$ cat config.mk
export PLATFORM = sky130hd
export DESIGN_NAME = hhm_eval
export DESIGN_NICKNAME = d
export VERILOG_FILES = /design/src/hhm_pkg.sv /design/src/hhm_eval.sv
export SDC_FILE = /design/constraint.sdc
export NUM_CORES = 1
export LEC_CHECK = 0
export BUFFER_PORTS_ARGS = -buffer_cell sky130_fd_sc_hd__buf_2
export CORE_ASPECT_RATIO = 0.5
export CORE_MARGIN = 2
export CORE_UTILIZATION = 45
export CTS_CLUSTER_DIAMETER = 150
export DETAILED_ROUTE_END_ITERATION = 10
export GPL_ROUTABILITY_DRIVEN = 1
export PLACE_DENSITY = 0.71
export SLEW_MARGIN = 20
export SYNTH_ARGS = -nofsm -noshare
export SYNTH_HDL_FRONTEND = slang
export SYNTH_SLANG_ARGS = --single-unit
$ cat constraint.sdc
create_clock -name clk -period 10.85 [get_ports clk]
set_input_delay 3.255 -clock clk [delete_from_list [all_inputs] [get_ports clk]]
set_output_delay 3.255 -clock clk [all_outputs]
set_load 0.1 [all_outputs]
$ cat src/hhm_pkg.sv
package hhm_pkg;

	// Operation codes carried in s_tuser
	typedef enum logic [1:0] {
		OP_REGISTER   = 2'd0,
		OP_UNREGISTER = 2'd1,
		OP_REPORT     = 2'd2
	} op_t;

	// Configuration register indexes
	typedef enum logic [2:0] {
		CFG_FLOOD_EN   = 3'd0,
		CFG_RATE_LIMIT = 3'd1,
		CFG_LAT_LIMIT  = 3'd2,
		CFG_JIT_LIMIT  = 3'd3,
		CFG_BW_FLOOR   = 3'd4
	} cfg_idx_t;

	// Sequencer states
	typedef enum logic [2:0] {
		ST_CLEAR,
		ST_IDLE,
		ST_LOOKUP,
		ST_READ,
		ST_SUM,
		ST_FINISH
	} state_t;

	// Input item, packed so that host_slot sits in the lowest bits
	typedef struct packed {
		logic [7:0]  error_total;
		logic [15:0] conn_rate;
		logic [15:0] bandwidth_up;
		logic [15:0] bandwidth_down;
		logic [13:0] loss_rate;
		logic [15:0] jitter;
		logic [15:0] latency;
		logic [9:0]  memory_load;
		logic [9:0]  cpu_load;
		logic [5:0]  host_slot;
	} metrics_t;

	// Result item, accepted in the lowest bit
	typedef struct packed {
		logic       flood_suspected;
		logic [7:0] failure_count;
		logic       degraded;
		logic       report_ok;
		logic [6:0] score;
		logic       accepted;
	} result_t;

	// Configuration registers
	typedef struct packed {
		logic        flood_en;
		logic [15:0] rate_limit;
		logic [15:0] lat_limit;
		logic [15:0] jit_limit;
		logic [15:0] bw_floor;
	} limits_t;

	// Evaluator outputs
	typedef struct packed {
		logic       limits_ok;
		logic       rate_over;
		logic [6:0] score;
	} eval_t;

	localparam int LAT_W        = 16;
	localparam int SUM_W        = 18;
	localparam int TDATA_IN_W   = 128;
	localparam int TDATA_OUT_W  = 24;
	localparam int CFG_IDX_W    = 3;
	localparam int CFG_DATA_W   = 16;

	// Reset values of the configuration registers
	localparam int RST_FLOOD_EN   = 1;
	localparam int RST_RATE_LIMIT = 1000;
	localparam int RST_LAT_LIMIT  = 1500;
	localparam int RST_JIT_LIMIT  = 300;
	localparam int RST_BW_FLOOR   = 100;

	// Validation limits
	localparam int CPU_MAX  = 900;
	localparam int MEM_MAX  = 950;
	localparam int LOSS_MAX = 100;
	localparam int ERR_MAX  = 10;

	// Score, in hundredths of a point
	localparam int SCORE_FULL   = 10000;
	localparam int CPU_KNEE     = 800;
	localparam int MEM_KNEE     = 850;
	localparam int LAT_KNEE     = 1000;
	localparam int LOAD_PENALTY = 20;
	localparam int ERR_PENALTY  = 500;
	// floor(x / 100) == (x * 5243) >> 19 for x up to 10000
	localparam int DIV100_MULT  = 5243;
	localparam int DIV100_SHIFT = 19;

	// Failure tracking and surge test
	localparam int FAIL_MAX      = 255;
	localparam int FAIL_DEGRADE  = 3;
	localparam int SURGE_WINDOW  = 3;
	localparam int SURGE_FACTOR  = 3;

endpackage

$ cat src/hhm_eval.sv
module hhm_eval (
	input  logic             clk,
	input  hhm_pkg::metrics_t item,
	input  hhm_pkg::limits_t  limits,
	output hhm_pkg::eval_t    result
);

	import hhm_pkg::*;

	logic [9:0]       cpu_ex;
	logic [9:0]       mem_ex;
	logic [15:0]      lat_ex;
	logic [SUM_W-1:0] penalty;
	logic [13:0]      hund;
	logic             limits_ok;
	logic             rate_over;
	logic [13:0]      hund_s1;
	logic             limits_ok_s1;
	logic             rate_over_s1;
	logic [26:0]      prod;

	// excess over each knee
	assign cpu_ex = (item.cpu_load > 10'(CPU_KNEE)) ? item.cpu_load - 10'(CPU_KNEE) : '0;
	assign mem_ex = (item.memory_load > 10'(MEM_KNEE)) ?
		item.memory_load - 10'(MEM_KNEE) : '0;
	assign lat_ex = (item.latency > 16'(LAT_KNEE)) ? item.latency - 16'(LAT_KNEE) : '0;

	// total penalty in hundredths, then clamp against the full score
	assign penalty = SUM_W'(cpu_ex) * SUM_W'(LOAD_PENALTY)
		+ SUM_W'(mem_ex) * SUM_W'(LOAD_PENALTY)
		+ SUM_W'(lat_ex)
		+ SUM_W'(item.error_total) * SUM_W'(ERR_PENALTY);
	assign hund = (penalty >= SUM_W'(SCORE_FULL)) ? '0 : 14'(SUM_W'(SCORE_FULL) - penalty);

	// limit checks, flood flag excluded
	assign limits_ok = (item.latency <= limits.lat_limit)
		&& (item.jitter <= limits.jit_limit)
		&& (item.loss_rate <= 14'(LOSS_MAX))
		&& (item.bandwidth_down >= limits.bw_floor)
		&& (item.bandwidth_up >= limits.bw_floor)
		&& (item.cpu_load < 10'(CPU_MAX))
		&& (item.memory_load < 10'(MEM_MAX))
		&& (item.error_total < 8'(ERR_MAX));

	assign rate_over = limits.flood_en && (item.conn_rate > limits.rate_limit);

	// stage 1: clamped score and checks
	always_ff @(posedge clk) begin
		hund_s1      <= hund;
		limits_ok_s1 <= limits_ok;
		rate_over_s1 <= rate_over;
	end

	// stage 2: divide by 100 through reciprocal multiply
	assign prod = 27'(hund_s1) * 27'(DIV100_MULT);

	always_ff @(posedge clk) begin
		result.score     <= prod[DIV100_SHIFT +: 7];
		result.limits_ok <= limits_ok_s1;
		result.rate_over <= rate_over_s1;
	end

endmodule

-- After elaboration in Yosys (flattened, before gate mapping)
Index checks and enable logic that the tools add are counted.
- flip-flop bits (word level): 25
- input port bits: 194
- output and inout bits: 9
- add/subtract/negate cells: 7
- $mul: 4
- $lt $le $gt $ge: 13
- mux-type cells: 3
- reduce and logical (&&, ||, !) cells: 8
- operators by type and width (operator ; count):
    greater-or-equal comparator 16 bit ; 2
    less-or-equal comparator 16 bit ; 2
    multiplier 10 x 3 -> 13 bit, second input constant ; 2
    multiplier 14 x 13 -> 26 bit, second input constant ; 1
    greater-than comparator 10 bit, second input constant ; 2
    < comparator 10 bit, second input constant ; 2
    two-way mux 10 bit ; 2
    subtractor 10 bit, second input constant ; 2
    adder 17 x 17 -> 18 bit ; 1
    greater-or-equal comparator 18 x 14 -> 1 bit, second input constant ; 1
    adder 16 x 16 -> 17 bit ; 1
    adder 15 x 15 -> 16 bit ; 1
    greater-than comparator 16 x 10 -> 1 bit, second input constant ; 1
    greater-than comparator 16 bit ; 1
    two-way mux 16 bit ; 1
    subtractor 16 x 10 -> 16 bit, second input constant ; 1
    multiplier 8 x 7 -> 15 bit, second input constant ; 1
    less-or-equal comparator 14 x 7 -> 1 bit, second input constant ; 1
    subtractor 14 bit, first input constant ; 1
    logical AND 1 bit ; 8
    < comparator 8 x 4 -> 1 bit, second input constant ; 1

-- Logic depth before layout (Yosys ltp)
- depth in word-level cells: 8
- gate-level depth with buffers: 34

-- Least setup slack after synthesis
No wires, ideal clock.
- path type: in2reg
- from: input port item[12] (netlist bit)
- to: register hund_s1[10]
- setup time: 0.073 ns
- data arrival time: 9.330 ns
- data required time: 10.777 ns
- setup slack: 1.447 ns
- stages: 31
- path buffers: 2
- cell sequence: or4_1 nor3_1 a21oi_1 nor2_1 nor2_1 and2_1 ha_1 ha_1 inv_1 fa_1 nor2b_1 o21ai_0 a21boi_0 o21ai_0 nand2b_1 a21o_1 a21oi_1 xor2_1 fa_1 fa_1 inv_1 ha_1 and2_1 a221o_1 a221o_1 a21oi_2 xnor2_1 or4_1 buf_2 buf_6 nor3_2
- word-level cells in the longest chain between the ends: 7
- elaborated cells between the ends (all ways): 9
- classes of those cells: 5 x add/sub; 1 x mul; 2 x order compare; 1 x mux
- RTL lines (element ; RTL line ; text):
    start: declaration ; hhm_eval.sv:3 ; input hhm_pkg::metrics_t item,
    subtractor 10 bit / greater-than comparator 10 bit (equally long branches) ; hhm_eval.sv:23 ; assign cpu_ex = (item.cpu_load > 10'(CPU_KNEE)) ? item.cpu_load - 10'(CPU_KNEE) : '0;
    two-way mux 10 bit * ; hhm_eval.sv:23 ;
    multiplier 10 x 3 -> 13 bit * ; hhm_eval.sv:29 ; assign penalty = SUM_W'(cpu_ex) * SUM_W'(LOAD_PENALTY)
    adder 15 x 15 -> 16 bit * ; hhm_eval.sv:30 ; + SUM_W'(mem_ex) * SUM_W'(LOAD_PENALTY)
    adder 16 x 16 -> 17 bit * ; hhm_eval.sv:31 ; + SUM_W'(lat_ex)
    adder 17 x 17 -> 18 bit * ; hhm_eval.sv:32 ; + SUM_W'(item.error_total) * SUM_W'(ERR_PENALTY);
    greater-or-equal comparator 18 x 14 -> 1 bit / subtractor 14 bit (equally long branches) ; hhm_eval.sv:33 ; assign hund = (penalty >= SUM_W'(SCORE_FULL)) ? '0 : 14'(SUM_W'(SCORE_FULL) - penalty);
    end signal: assignment ; hhm_eval.sv:49 ; hund_s1 <= hund;
    end: declaration ; hhm_eval.sv:17 ; logic [13:0] hund_s1;
Every way passes the cells marked *; elsewhere a longest branch is shown, timed or not.
A chain may end at the register's enable or synchronous reset.

-- Worst setup path in the final report
- from: input port item[19] (netlist bit)
- to: register hund_s1[7]
- word-level cells in the longest chain between the ends: 7
- elaborated cells between the ends (all ways): 9
- classes of those cells: 5 x add/sub; 1 x mul; 2 x order compare; 1 x mux
- RTL lines (element ; RTL line ; text):
    subtractor 10 bit / greater-than comparator 10 bit (equally long branches) ; hhm_eval.sv:25, hhm_eval.sv:24 ;
    two-way mux 10 bit * ; hhm_eval.sv:24 ; assign mem_ex = (item.memory_load > 10'(MEM_KNEE)) ?
    multiplier 10 x 3 -> 13 bit * ; hhm_eval.sv:30 ;
    adder 15 x 15 -> 16 bit * ; hhm_eval.sv:30 ;
    adder 16 x 16 -> 17 bit * ; hhm_eval.sv:31 ;
    adder 17 x 17 -> 18 bit * ; hhm_eval.sv:32 ;
    greater-or-equal comparator 18 x 14 -> 1 bit / subtractor 14 bit (equally long branches) ; hhm_eval.sv:33 ;
Marks and branches as above.

==> results.py <==
metrics = {
    "setup_path": {
        "reg2reg_slack_ns": 5.91,
        "crit_required_ns": 11.02,
        "path_max_fanout": 14,
        "worst_path_max_delay_cell": "or4_1",
        "critPathCaptureType": "register",
        "reg2reg_from": "hund_s1[10]",
        "cp-startpoint": "item[19]",
        "cpPeakStageDelay_ns": 0.73,
        "worst_setup_path_start_kind": "input port",
        "criticalPathCategory": "input port to register",
        "cp.arrival_ns": 10.39,
    },
    "global_route": {
        "grt_pass1_wl_mm": 39.31,
        "grt_max_degree": 18,
        "track_usage": 0.1922,
        "grt_pass1_vias": 8997,
        "antenna_found_initial": 0,
        "overflow": 0,
    },
    "logic_synthesis": {
        "synth_top_area_frac": 0.3176,
        "ys_seq_elements": 25,
        "synth_most_common_cell": "inv_1",
        "synth_edf_count": 0,
        "ys.flop_type": "dfxtp_1",
        "yosysTopAreaCell": "ha_1",
        "synthTopCellsByArea": "ha_1, fa_1, inv_1, dfxtp_1, xnor2_1",
        "yosysSeqAreaShare": 0.04812,
        "yosys_warnings": 0,
        "synth.avg_cell_area_um2": 8.668,
        "netlist_area_um2": 10400,
        "synthArstFlopShare": 0,
        "synth_common_cells": "inv_1, ha_1, fa_1",
        "synthDistinctLibCells": 59,
        "postSynthCellCount": 1200,
    },
    "layout": {
        "drive_above_1_share": 0.1624,
        "diodes": 0,
        "post_layout_nonfiller_instances": 1705,
        "finish.utilization": 0.5199,
        "nNetsFinal": 1969,
        "syn2layout_area_growth_pct": 13.65,
        "fin_area_um2": 11820,
    },
    "sta": {
        "clock-skew-final_ns": 0.007320,
        "rsz0062_at_grt": "false",
        "tns_ns": 0,
        "slew_violations": 0,
        "tightest_slew_ns": 0.8617,
        "slew_headroom": 0.4255,
        "finalHoldViolCount": 0,
        "setup_violations": 0,
        "max_freq_mhz": 97.84,
        "finalCritPeriodShare": 0.9420,
        "min_period_ns": 10.22,
    },
    "cts": {
        "cts_buffers": 3,
        "worstSkewPairLatency_ns": 0.27,
        "clk_pin_slew_ns": 0.06,
        "clock-sinks": 25,
        "cts_setup_buffers": 0,
        "cts_tree": "done",
        "cts_buffer_depth": 2,
        "htreeDepth": 1,
        "clock-root-buffer": "clkbuf_16",
        "ctsResizeCount": 0,
        "cts_hold_buf": 0,
    },
    "flow_run": {
        "max_cap_viol_count": 0,
    },
    "place": {
        "dpl.hpwl_mm": 20.99,
        "placed_cell_area_um2": 11740,
        "port_buffers": 196,
        "dp_cells": 1701,
        "place_congestion": 0.9605,
    },
    "floorplanning": {
        "core_um2": 22740,
        "ioPinCount": 203,
        "floorplan.rows": 39,
        "die_x_um": 219.0,
        "start_util": 0.4574,
        "die_height_um": 111.5,
        "dieArea_um2": 24420,
    },
    "power_and_ir_drop": {
        "cellPowerDensity_nw_per_um2": 226.9,
        "power_mw": 2.682,
        "ir_worst_vdd_mv": 0.4735,
        "leakagePower_nw": 6.882,
    },
    "status": {
        "outcome": "finished clean",
    },
    "route": {
        "drc": 0,
        "finalWirelength_mm": 22.87,
        "num_vias": 8579,
        "wl_per_cell_um": 13.41,
        "drtAntennaViolNets": 0,
        "vias_per_cell": 5.032,
        "first_pass_iters": 5,
        "drt_iter0_markers": 345,
    },
    "hold_path": {
        "timing.hold.worst.start": "limits_ok_s1",
        "worst_hold_path_type": "register to register",
    },
}
## logic make-up after synthesis
group           synth area share
fa+ha+maj                 0.5331
buf+inv                   0.1085
simple gates              0.1115
compound gates            0.1332
xor+xnor                 0.06315
flops                    0.04812
mux                     0.002045
other cells            0.0003605
## registers in the layout (all words and copies together), names as in the netlist
signal and count:
rate_over_s1 1, limits_ok_s1 1, hund_s1 14, result 9
## metrics by stage
stage / setup slack (ns) / hold slack, ns
final: 0.6296 / 0.3278
after global routing: 0.1845 / 0.3300
after CTS: 0.6925 / 0.3277
after detailed placement: 0.4361 / 0.3121
after global placement: 0.6509 / 0.3125
after floorplan: 1.447 / 0.3096
## worst max-delay path, delay by kind of cell
kind	cells	cell delay, ns
AO/OA/AOI/OAI	10	2.49
AND/OR/NAND/NOR	9	2.19
adder cells (fa/ha/maj)	5	1.78
buffers and inverters	4	0.41
XOR/XNOR	2	0.26
## final timing paths
check	end	cells past startpoint
setup / recovery	hund_s1[7]	30
hold / removal	result[8]	0
setup reg to reg	result[6]	16
hold reg to reg	result[8]	0
## per-layer routing
layer / global-route usage / part of all wire / wire (um) / up-vias
li1: - / - / - / 4338
met1: 0.2494 / 0.45 / 10390 / 4070
met2: 0.3589 / 0.50 / 11520 / 143
met3: 0.009016 / 0.029 / 661 / 28
met4: 0.03153 / 0.013 / 289 / 0
met5: 0 / 0 / 0 / -
## cell type report
type | instances | area [um2]
fillers | 2140 | 10920
multi-input cells | 884 | 8783
inverters | 288 | 1081
repair buffers | 197 | 988.4
flip-flops and latches | 25 | 500.5
well taps | 307 | 384.1
clock buffers | 3 | 75.07
clock inverters | 1 | 8.758
## layout by cell type, fill, tap and decap left out, types with 9 or more instances in the layout
master,netlist,final
inv_1,288,288
ha_1,264,264
buf_2,2,196
fa_1,112,112
nor2_1,62,62
a21oi_1,58,58
xnor2_1,46,46
nand2_1,40,40
o21ai_0,40,40
a21o_1,38,38
xor2_1,29,29
dfxtp_1,25,25
nand2b_1,20,20
nand4_1,18,18
nor2b_1,16,16
o21a_1,13,13
nor3_2,10,10
nor3_1,9,9
## report_power, final
group | total (mW) | internal, mW | leakage, nW | switching (mW)
clock network | 0.0875 | 0.0510 | 0.0415 | 0.0365
logic | 2.47 | 1.00 | 6.64 | 1.47
registers | 0.121 | 0.110 | 0.203 | 0.0105
No activity file was read; power rests on OpenSTA's default activity.
